$ cat src/tab_separated_record_parser_core_assert.svh
// Assertion macros used by the top level of the tab-separated record parser.
`ifndef TAB_SEPARATED_RECORD_PARSER_CORE_ASSERT_SVH
`define TAB_SEPARATED_RECORD_PARSER_CORE_ASSERT_SVH

// Checks that the consequent holds in the same cycle as the antecedent.
`define TSRP_ASSERT_SAME(lbl, ante, cons, msg) \
  lbl: assert property (@(posedge clk) disable iff (rst) (ante) |-> (cons)) \
    else $error(msg);

// Checks that the consequent holds in the cycle after the antecedent.
`define TSRP_ASSERT_NEXT(lbl, ante, cons, msg) \
  lbl: assert property (@(posedge clk) disable iff (rst) (ante) |=> (cons)) \
    else $error(msg);

`endif

$ cat src/tsrp_pkg.sv
// Shared types and constants of the tab-separated record parser.
package tsrp_pkg;

  localparam int BYTE_W     = 8;
  localparam int ID_W       = 32;
  localparam int OUT_W      = 32;
  localparam int DATA_W     = 6 * OUT_W;
  localparam int CFG_IDX_W  = 1;
  localparam int FIFO_DEPTH = 4;
  localparam int PTR_W      = $clog2(FIFO_DEPTH);
  localparam int CNT_W      = $clog2(FIFO_DEPTH + 1);

  localparam logic [BYTE_W-1:0] SEP_RESET  = 8'd9;
  localparam logic [BYTE_W-1:0] TERM_RESET = 8'd10;
  localparam logic [ID_W-1:0]   ZERO_CHAR  = 32'd48;

  localparam logic [CFG_IDX_W-1:0] REG_FIELD_SEP  = 1'b0;
  localparam logic [CFG_IDX_W-1:0] REG_RECORD_END = 1'b1;

  localparam logic KIND_RECORD  = 1'b0;
  localparam logic KIND_SUMMARY = 1'b1;

  localparam logic [1:0] PUSH_NONE = 2'd0;
  localparam logic [1:0] PUSH_ONE  = 2'd1;
  localparam logic [1:0] PUSH_TWO  = 2'd2;

  typedef enum logic [2:0] {
    PH_ID,
    PH_LANG_START,
    PH_LANG_BODY,
    PH_TEXT_START,
    PH_TEXT_BODY
  } phase_t;

  typedef struct packed {
    logic             result_kind;
    logic [OUT_W-1:0] record_id;
    logic [OUT_W-1:0] lang_start;
    logic [OUT_W-1:0] lang_end;
    logic [OUT_W-1:0] text_start;
    logic [OUT_W-1:0] text_end;
    logic [OUT_W-1:0] records_seen;
    logic             last_result;
  } result_t;

  typedef struct packed {
    logic [1:0] count;
    result_t    first;
    result_t    second;
  } push_t;

  typedef struct packed {
    logic             ready;
    logic [CNT_W-1:0] count;
  } fifo_status_t;

endpackage

$ cat src/tsrp_parser.sv
// Byte-level parse state machine and field position capture.
module tsrp_parser #(
  parameter int POSITION_BITS = 32
) (
  input  logic                               clk,
  input  logic                               rst,
  input  logic                               cfg_we,
  input  logic [tsrp_pkg::CFG_IDX_W-1:0]     cfg_index,
  input  logic [tsrp_pkg::BYTE_W-1:0]        cfg_data,
  input  logic                               in_accept,
  input  logic [tsrp_pkg::BYTE_W-1:0]        in_byte,
  input  logic                               in_last,
  output tsrp_pkg::push_t                    push
);
  import tsrp_pkg::*;

  logic [BYTE_W-1:0]        field_sep;
  logic [BYTE_W-1:0]        record_end;
  phase_t                   phase;
  phase_t                   phase_next;
  logic [ID_W-1:0]          id_acc;
  logic [ID_W-1:0]          id_acc_next;
  logic [POSITION_BITS-1:0] lang_start_pos;
  logic [POSITION_BITS-1:0] lang_start_pos_next;
  logic [POSITION_BITS-1:0] lang_end_pos;
  logic [POSITION_BITS-1:0] lang_end_pos_next;
  logic [POSITION_BITS-1:0] text_start_pos;
  logic [POSITION_BITS-1:0] text_start_pos_next;
  logic [POSITION_BITS-1:0] byte_pos;
  logic [POSITION_BITS-1:0] byte_pos_next;
  logic [OUT_W-1:0]         rec_count;
  logic [OUT_W-1:0]         rec_count_next;

  logic            is_sep;
  logic            is_term;
  logic            rec_done;
  logic [ID_W-1:0] byte_signed;
  result_t         rec_result;
  result_t         sum_result;

  function automatic logic [OUT_W-1:0] to_out(input logic [POSITION_BITS-1:0] p);
    logic [POSITION_BITS+OUT_W-1:0] wide;
    wide = {{OUT_W{1'b0}}, p};
    return wide[OUT_W-1:0];
  endfunction

  assign is_sep   = (in_byte == field_sep);
  assign is_term  = (in_byte == record_end);
  assign rec_done = (phase == PH_TEXT_BODY) && is_term;
  assign byte_signed = {{(ID_W-BYTE_W){in_byte[BYTE_W-1]}}, in_byte};

  always_ff @(posedge clk) begin
    if (rst) begin
      field_sep  <= SEP_RESET;
      record_end <= TERM_RESET;
    end else if (cfg_we) begin
      unique case (cfg_index)
        REG_FIELD_SEP:  field_sep  <= cfg_data;
        REG_RECORD_END: record_end <= cfg_data;
        default: ;
      endcase
    end
  end

  // Phase transitions.
  always_comb begin
    phase_next = phase;
    unique case (phase)
      PH_LANG_START: phase_next = PH_LANG_BODY;
      PH_LANG_BODY:  if (is_sep) phase_next = PH_TEXT_START;
      PH_TEXT_START: phase_next = PH_TEXT_BODY;
      PH_TEXT_BODY:  if (is_term) phase_next = PH_ID;
      default:       phase_next = is_sep ? PH_LANG_START : PH_ID;
    endcase
    if (in_last) begin
      phase_next = PH_ID;
    end
  end

  // Datapath updates and result formation.
  always_comb begin
    id_acc_next         = id_acc;
    lang_start_pos_next = lang_start_pos;
    lang_end_pos_next   = lang_end_pos;
    text_start_pos_next = text_start_pos;
    byte_pos_next       = byte_pos + POSITION_BITS'(1);
    rec_count_next      = rec_count;

    unique case (phase)
      PH_LANG_START: lang_start_pos_next = byte_pos;
      PH_LANG_BODY:  if (is_sep) lang_end_pos_next = byte_pos;
      PH_TEXT_START: text_start_pos_next = byte_pos;
      PH_TEXT_BODY: begin
        if (is_term) begin
          rec_count_next = rec_count + OUT_W'(1);
          id_acc_next    = '0;
        end
      end
      default: begin
        // Any non-separator byte is folded in as a digit, unchecked.
        if (!is_sep) begin
          id_acc_next = (id_acc << 3) + (id_acc << 1) + byte_signed - ZERO_CHAR;
        end
      end
    endcase

    rec_result.result_kind  = KIND_RECORD;
    rec_result.record_id    = id_acc;
    rec_result.lang_start   = to_out(lang_start_pos);
    rec_result.lang_end     = to_out(lang_end_pos);
    rec_result.text_start   = to_out(text_start_pos);
    rec_result.text_end     = to_out(byte_pos);
    rec_result.records_seen = rec_count_next;
    rec_result.last_result  = !in_last;

    sum_result              = '0;
    sum_result.result_kind  = KIND_SUMMARY;
    sum_result.records_seen = rec_count_next;
    sum_result.last_result  = 1'b1;

    if (in_last) begin
      id_acc_next         = '0;
      lang_start_pos_next = '0;
      lang_end_pos_next   = '0;
      text_start_pos_next = '0;
      byte_pos_next       = '0;
      rec_count_next      = '0;
    end

    push.second = sum_result;
    if (rec_done) begin
      push.first = rec_result;
      push.count = in_last ? PUSH_TWO : PUSH_ONE;
    end else begin
      push.first = sum_result;
      push.count = in_last ? PUSH_ONE : PUSH_NONE;
    end
    if (!in_accept) begin
      push.count = PUSH_NONE;
    end
  end

  always_ff @(posedge clk) begin
    if (rst) begin
      phase          <= PH_ID;
      id_acc         <= '0;
      lang_start_pos <= '0;
      lang_end_pos   <= '0;
      text_start_pos <= '0;
      byte_pos       <= '0;
      rec_count      <= '0;
    end else if (in_accept) begin
      phase          <= phase_next;
      id_acc         <= id_acc_next;
      lang_start_pos <= lang_start_pos_next;
      lang_end_pos   <= lang_end_pos_next;
      text_start_pos <= text_start_pos_next;
      byte_pos       <= byte_pos_next;
      rec_count      <= rec_count_next;
    end
  end

endmodule

$ cat src/tsrp_result_fifo.sv
// Small result queue: up to two results in per cycle, one out on pop_ready.
module tsrp_result_fifo (
  input  logic                   clk,
  input  logic                   rst,
  input  tsrp_pkg::push_t        push,
  input  logic                   pop_ready,
  output logic                   head_valid,
  output tsrp_pkg::result_t      head,
  output tsrp_pkg::fifo_status_t status
);
  import tsrp_pkg::*;

  result_t          mem [FIFO_DEPTH];
  logic [PTR_W-1:0] wr_ptr;
  logic [PTR_W-1:0] wr_ptr_next;
  logic [PTR_W-1:0] rd_ptr;
  logic [PTR_W-1:0] rd_ptr_next;
  logic [CNT_W-1:0] count;
  logic [CNT_W-1:0] count_next;
  logic             pop;

  assign head_valid = (count != '0);
  assign head       = mem[rd_ptr];
  assign pop        = head_valid && pop_ready;

  // Room for a full pair of results keeps the input side open.
  assign status.ready = (count <= CNT_W'(FIFO_DEPTH - 2));
  assign status.count = count;

  always_comb begin
    wr_ptr_next = wr_ptr + PTR_W'(push.count);
    rd_ptr_next = rd_ptr + PTR_W'(pop);
    count_next  = count + CNT_W'(push.count) - CNT_W'(pop);
  end

  always_ff @(posedge clk) begin
    if (push.count != PUSH_NONE) begin
      mem[wr_ptr] <= push.first;
    end
    if (push.count == PUSH_TWO) begin
      mem[wr_ptr + PTR_W'(1)] <= push.second;
    end
  end

  always_ff @(posedge clk) begin
    if (rst) begin
      wr_ptr <= '0;
      rd_ptr <= '0;
      count  <= '0;
    end else begin
      wr_ptr <= wr_ptr_next;
      rd_ptr <= rd_ptr_next;
      count  <= count_next;
    end
  end

endmodule

$ cat src/tab_separated_record_parser_core.sv
// Top level of the tab-separated record parser.
//
// The parser takes one byte per clock cycle while s_tready is high and updates
// its phase, id accumulator and field positions in the same cycle that the
// byte is accepted. Each completed record and each end-of-buffer summary
// leaves as one output transaction through a four-entry result queue. A
// result is presented at the earliest in the cycle after the byte that caused
// it. A byte that both ends a record and carries the last-byte mark yields
// two results; the queue drains one result per cycle while m_tready is high,
// so the summary of such a pair follows the record result. The sustained rate
// is one byte per cycle as long as results are taken at the rate they are
// produced. The input is ready whenever the queue has room for two results.
// Delimiters may only be rewritten while the block is idle.
module tab_separated_record_parser_core #(
  parameter int POSITION_BITS = 32
) (
  input  logic                               clk,
  input  logic                               rst,
  input  logic                               s_tvalid,
  output logic                               s_tready,
  input  logic [tsrp_pkg::BYTE_W-1:0]        s_tdata,   // stream_byte
  input  logic                               s_tlast,   // last_byte
  output logic                               m_tvalid,
  input  logic                               m_tready,
  // record_id, lang_start, lang_end, text_start, text_end, records_seen
  output logic [tsrp_pkg::DATA_W-1:0]        m_tdata,
  output logic                               m_tuser,   // result_kind
  output logic                               m_tlast,   // last_result
  input  logic                               cfg_we,
  input  logic [tsrp_pkg::CFG_IDX_W-1:0]     cfg_index,
  input  logic [tsrp_pkg::BYTE_W-1:0]        cfg_data
);
  import tsrp_pkg::*;

  `include "tab_separated_record_parser_core_assert.svh"

  push_t        push;
  result_t      head;
  fifo_status_t fifo_status;
  logic         in_accept;

  assign s_tready  = fifo_status.ready;
  assign in_accept = s_tvalid && s_tready;

  tsrp_parser #(
    .POSITION_BITS(POSITION_BITS)
  ) u_parser (
    .clk       (clk),
    .rst       (rst),
    .cfg_we    (cfg_we),
    .cfg_index (cfg_index),
    .cfg_data  (cfg_data),
    .in_accept (in_accept),
    .in_byte   (s_tdata),
    .in_last   (s_tlast),
    .push      (push)
  );

  tsrp_result_fifo u_fifo (
    .clk        (clk),
    .rst        (rst),
    .push       (push),
    .pop_ready  (m_tready),
    .head_valid (m_tvalid),
    .head       (head),
    .status     (fifo_status)
  );

  assign m_tdata = {head.records_seen, head.text_end, head.text_start,
                    head.lang_end, head.lang_start, head.record_id};
  assign m_tuser = head.result_kind;
  assign m_tlast = head.last_result;

  `TSRP_ASSERT_SAME(a_fifo_bound, 1'b1, fifo_status.count <= CNT_W'(FIFO_DEPTH), "result queue overflow")
  `TSRP_ASSERT_NEXT(a_summary_follows, in_accept && s_tlast, m_tvalid, "no summary after last byte")
  `TSRP_ASSERT_SAME(a_summary_last, m_tvalid && m_tuser, m_tlast, "summary not marked last")
  `TSRP_ASSERT_SAME(a_summary_zero_id, m_tvalid && m_tuser, m_tdata[OUT_W-1:0] == '0, "summary id not zero")

endmodule

$ cat config.mk
export PLATFORM = sky130hd
export DESIGN_NAME = tab_separated_record_parser_core
export DESIGN_NICKNAME = d
export VERILOG_FILES = /design/src/tsrp_pkg.sv /design/src/tsrp_parser.sv /design/src/tsrp_result_fifo.sv /design/src/tab_separated_record_parser_core.sv
export VERILOG_INCLUDE_DIRS = /design/src /design/src/src
export SDC_FILE = /design/constraint.sdc
export NUM_CORES = 2
export LEC_CHECK = 0
export BUFFER_PORTS_ARGS = -buffer_cell sky130_fd_sc_hd__clkbuf_2
export CAP_MARGIN = 15
export CORE_ASPECT_RATIO = 0.7
export CORE_UTILIZATION = 35
export CTS_BUF_LIST = sky130_fd_sc_hd__clkbuf_16
export CTS_CLUSTER_SIZE = 25
export DETAILED_ROUTE_END_ITERATION = 8
export GPL_TIMING_DRIVEN = 1
export PLACE_DENSITY_LB_ADDON = 0.05
export SETUP_SLACK_MARGIN = 0.05
export SLEW_MARGIN = 20
export SYNTH_ARGS = -nofsm -noshare
export SYNTH_HDL_FRONTEND = slang
export SYNTH_HIERARCHICAL = 1
export SYNTH_SLANG_ARGS = --single-unit
$ cat constraint.sdc
create_clock -name clk -period 35.6 [get_ports clk]
set_input_delay 5.34 -clock clk [delete_from_list [all_inputs] [get_ports clk]]
set_output_delay 5.34 -clock clk [all_outputs]
set_load 0.05 [all_outputs]
Yosys cells after proc, flatten, opt, wreduce, memory -nomap -nowiden
Memory sizes are Yosys's and may differ from the RTL's. A register that Yosys moved wholly into a read port is not among the register bits.
Index checks and enable logic that the tools add are counted.
- bits in registers: 218
- bits in writable memories: 776
- input port bits: 23
- memories kept: 1
- $add $sub $neg: 10
- $lt $le $gt $ge: 1
- equality and inequality tests: 11
- multiplexer cells: 29
- bitwise operators: 1
- reductions and logical operators: 18
- memory list (name ; depth ; width ; rd ports ; clocked after Yosys merged registers in ; wr ports ; RTL line ; source):
    u_fifo.mem ; 4 ; 194 ; 1 ; 1 ; 2 ; tsrp_result_fifo.sv:13 ; result_t mem [FIFO_DEPTH];
- operator list (cell ; count):
    $mux W32 ; 14
    $mux W196 ; 1
    $add A32 B1 Y32 const B ; 2
    $add A32 B32 Y32 ; 2
    $pmux W32 S2 ; 1
    $sub A32 B6 Y32 const B ; 1
    $eq A8 B8 Y1 ; 2
    $pmux W3 S4 ; 1
    $reduce_bool A2 Y1 ; 5
    $mux W3 ; 3
    $reduce_and A2 Y1 ; 4
    $eq A3 B2 Y1 const B ; 2
    $mux W1 ; 6
    $mux W2 ; 3
    $ne A3 B2 Y1 const B ; 2
    $reduce_and A3 Y1 ; 2
    $reduce_and A4 Y1 ; 1
    $add A3 B2 Y3 ; 1
    $eq A3 B1 Y1 const B ; 1
    $eq A3 B3 Y1 const B ; 1
    $le A3 B2 Y1 const B ; 1
    $logic_and A1 B1 Y1 ; 3
    $ne A3 B3 Y1 const B ; 1
    $reduce_bool A3 Y1 ; 1
    other kinds (9) ; 9

Logic depth before layout (Yosys ltp)
- word-level depth: 8
- gate-level depth with buffers: 16
- mapped depth without buffers: 14

Modules after synthesis
Netlist, hierarchy kept.
- modules (own cells, without submodules) (module ; instances ; cells an instance ; area each (µm²) ; seq. area each (µm²)):
    tsrp_result_fifo ; 1 ; 1922 ; 37602.3 ; 23442.5
    tsrp_parser ; 1 ; 1809 ; 14266.2 ; 4224.1
    tab_separated_record_parser_core ; 1 ; 1 ; 6.3 ; 0.0

Worst setup path after synthesis
Ideal clock, no wire load.
- path type: input port to flip-flop
- start point: input s_tdata[4] (netlist name)
- end point: memory u_fifo/mem[0][0] (netlist name), enable pin
- data arrival time: 20.653 ns
- data required time: 34.584 ns
- path slack: 13.931 ns
- stages: 10
- path buffers: 2
- cell sequence: xnor2_1 > nand4_1 > or3_1 > clkbuf_1 > inv_1 > clkbuf_1 > ha_1 > and2_1 > o21bai_1 > o21ai_0
- RTL lines (item ; RTL line ; source):
    start: declaration ; tab_separated_record_parser_core.sv:21 ; input logic [tsrp_pkg::BYTE_W-1:0] s_tdata,
    end: declaration ; tsrp_result_fifo.sv:13 ;

==> impl_metrics.yaml <==
setup_path:
  critPathRequiredTime_ns: 36.06
  crit_arrival_ns: 10.98
  critical_path_class: "in2reg"
  endpoint_kind: "flop"
  start_kind: "input port"
  cp_max_fo: 67
placed_design:
  hpwlAfterDp_um: 87320
  portBuffers: 218
  place_congestion: 0.7599
  pre_cts_ws_ns: 24.31
floorplan:
  fp-row-count: 117
  core_um2: 146200
  ios: 219
  initial_core_util: 0.3547
  die_y_um: 324.1
  dieArea_um2: 149800
  die_w_um: 462.1
timing:
  finalHoldViolations: 0
  tightest_slew_ns: 1.076
  rsz0062_at_grt: "false"
  relSlewSlack: 0.2826
  timing.setup.tns_ns: 0
  period_minus_slack_ns: 10.51
  drv_slew: 0
  setup_viol: 0
  skew_ns: 0.03747
  setup_slack_ns: 25.09
  whs_ns: 0.4522
  fmax_ghz: 0.09514
  fin_crit_sh: 0.2953
drt:
  wl_met2_um: 66730
  top_layer_used: "met5"
  num_vias: 29800
  drc: 0
  wl_per_cell_um: 25.12
  route.met3.wl_um: 5331
  viasPerCell: 5.065
  routed_wl_um: 147700
  routedLengthMet1_um: 73710
  drt.antenna.violating_nets: 0
  drtIter0Drc: 1988
  firstDrtPassIters: 5
synthesis:
  yosysSeqAreaShare: 0.5333
  synth-xor-area-share: 0.01606
  synthTopCellsByArea: "edfxtp_1, mux2_2, mux4_2"
  async_reset_ff_frac: 0
  synth_area_um2: 51870
  yosys_warnings: 6
  synth_ff_type: "edfxtp_1"
  synth_adder_area_share: 0.02726
  avgSynthCellArea_um2: 13.90
  synth_edf_count: 776
  yosys.cell_types.count: 68
  ys_ff_latch: 994
  yosys.area_share.simple: 0.06307
  netlist_instances: 3732
  synth_top_family_by_area: "multiplexers"
  synthMuxAreaShare: 0.2591
  synth_top_area_frac: 0.4492
  synth_compound_area_frac: 0.03907
  synth_top_area_cell: "edfxtp_1"
clock_tree:
  post_cts_buffers: 0
  clock_sink_count: 994
  h-tree-depth: 3
  clockBufferDepth: 3
  cts_buffers: 110
  cts_resized: 0
  tritoncts: "done"
  hold_buffers: 0
  clk-insertion-delay-late_ns: 0.74
  clk_pin_slew_ns: 0.06
  root_buffer: "clkbuf_16"
global_route:
  overflow: 0
  grt_pass1_wl_um: 216900
  antenna_found_initial: 15
  grt_max_degree: 115
  gr-usage-all-layers: 0.1974
  first_global_vias: 30870
power:
  power_density_nw_per_um2: 60.81
  power.static_leakage_nw: 21.94
  irDropWorstVdd_uv: 44.41
  power.total_mw: 3.486
layout:
  drive_gt1_frac: 0.3466
  nNetsFinal: 3936
  area_growth_pct: 10.49
  final_common_cell: "edfxtp_1"
  mostFrequentLayoutCells: "edfxtp_1, mux2_2, clkbuf_2"
  utilization: 0.3919
  num-fill-cells: 13840
flow_run:
  drv_cap: 0
worst_hold_path:
  hold_class: "reg2reg"
status:
  status: "completed"
cell families (layout without fill, tap and decap cells):
group / Yosys count / after routing
adder cells (fa/ha/maj): 95 / 95
other: 2 / 166
flip-flops: 994 / 994
AO/OA/AOI/OAI: 328 / 328
buffers and inverters: 566 / 589
XOR/XNOR: 92 / 92
AND/OR/NAND/NOR: 652 / 652
multiplexers: 1003 / 1003
worst max-delay path, cell delays in order:
cell      delay [ns]
clkbuf_2        0.12
xnor2_1         0.22
nand4_1         0.15
or3_2           0.52
inv_4           0.59
ha_1            0.27
inv_1           0.08
nor2_1          0.42
nor4bb_4        0.36
buf_4           0.78
buf_4           0.84
buf_4           0.74
mux2_2          0.41
state kept, by name, summed over array words and instances, names as in the netlist:
| signal | cells |
|---|---|
| u_fifo/mem | 776 |
| u_parser/byte_pos | 32 |
| u_parser/id_acc | 32 |
| u_parser/lang_end_pos | 32 |
| u_parser/lang_start_pos | 32 |
| u_parser/rec_count | 32 |
| u_parser/text_start_pos | 32 |
| u_parser/field_sep | 8 |
| u_parser/record_end | 8 |
| u_fifo/count | 3 |
| u_parser/phase | 3 |
| u_fifo/rd_ptr | 2 |
| u_fifo/wr_ptr | 2 |
per-stage QoR:
stage	instances	area (um2)
after floorplan	3892	52480
after global placement	5669	53780
after detailed placement	5669	53780
after CTS	5878	57300
after global routing	5879	57310
final	5882	57320
final timing paths:
| kind | cells after the start | end | startpoint | slack [ns] |
|---|---|---|---|---|
| max | 13 | u_fifo/mem[2][89] | s_tdata[6] | 25.09 |
| min | 2 | u_parser/id_acc[19] | u_parser/id_acc[19] | 0.45 |
| max reg2reg | 12 | u_fifo/mem[2][89] | u_parser/phase[1] | 29.42 |
| min reg2reg | 2 | u_parser/id_acc[19] | u_parser/id_acc[19] | 0.45 |
synthesized netlist by cell type (all sizes together), types with 6 or more instances:
cell type  instances
buf              347
a22oi             67
and2             134
and3              17
mux4             194
a31oi             16
edfxtp           776
a21oi             97
nor3              15
ha                65
a21o               6
mux2             778
a22o               9
dfxtp            218
mux2i             31
o31ai             13
xnor2             62
o211ai             7
nand2b            12
inv              111
nand4             15
nand3             33
nand2            132
nor2b             34
fa                30
o21ai             85
clkbuf           108
xor2              28
or3               31
nor2             202
where the power goes:
group,internal (mW),total [mW],leakage (nW),switching (mW)
Sequential,1.29,1.32,9.75,0.0317
Clock,0.638,1.13,1.89,0.496
Combinational,0.326,1.03,10.3,0.707
Total,2.25,3.49,21.9,1.24
layout make-up:
| cell class | instances | area [um2] | area share |
|---|---|---|---|
| flip-flops and latches | 994 | 27670 | 0.4828 |
| multi-input cells | 2332 | 21680 | 0.3783 |
| clock buffers | 113 | 2828 | 0.04934 |
| well taps | 1963 | 2456 | 0.04285 |
| repair buffers | 269 | 1555 | 0.02713 |
| clock inverters | 96 | 691.9 | 0.01207 |
| inverters | 111 | 419.2 | 0.007313 |
| diodes | 4 | 10.01 | 0.0001746 |
metal layers:
metal  up-vias  global-route usage
met1     15310              0.2932
met5         -                   0
li1      13830                   -
met3       150             0.02876
met4         4             0.03248
met2       498              0.3074
No activity file was read; power rests on OpenSTA's default activity.
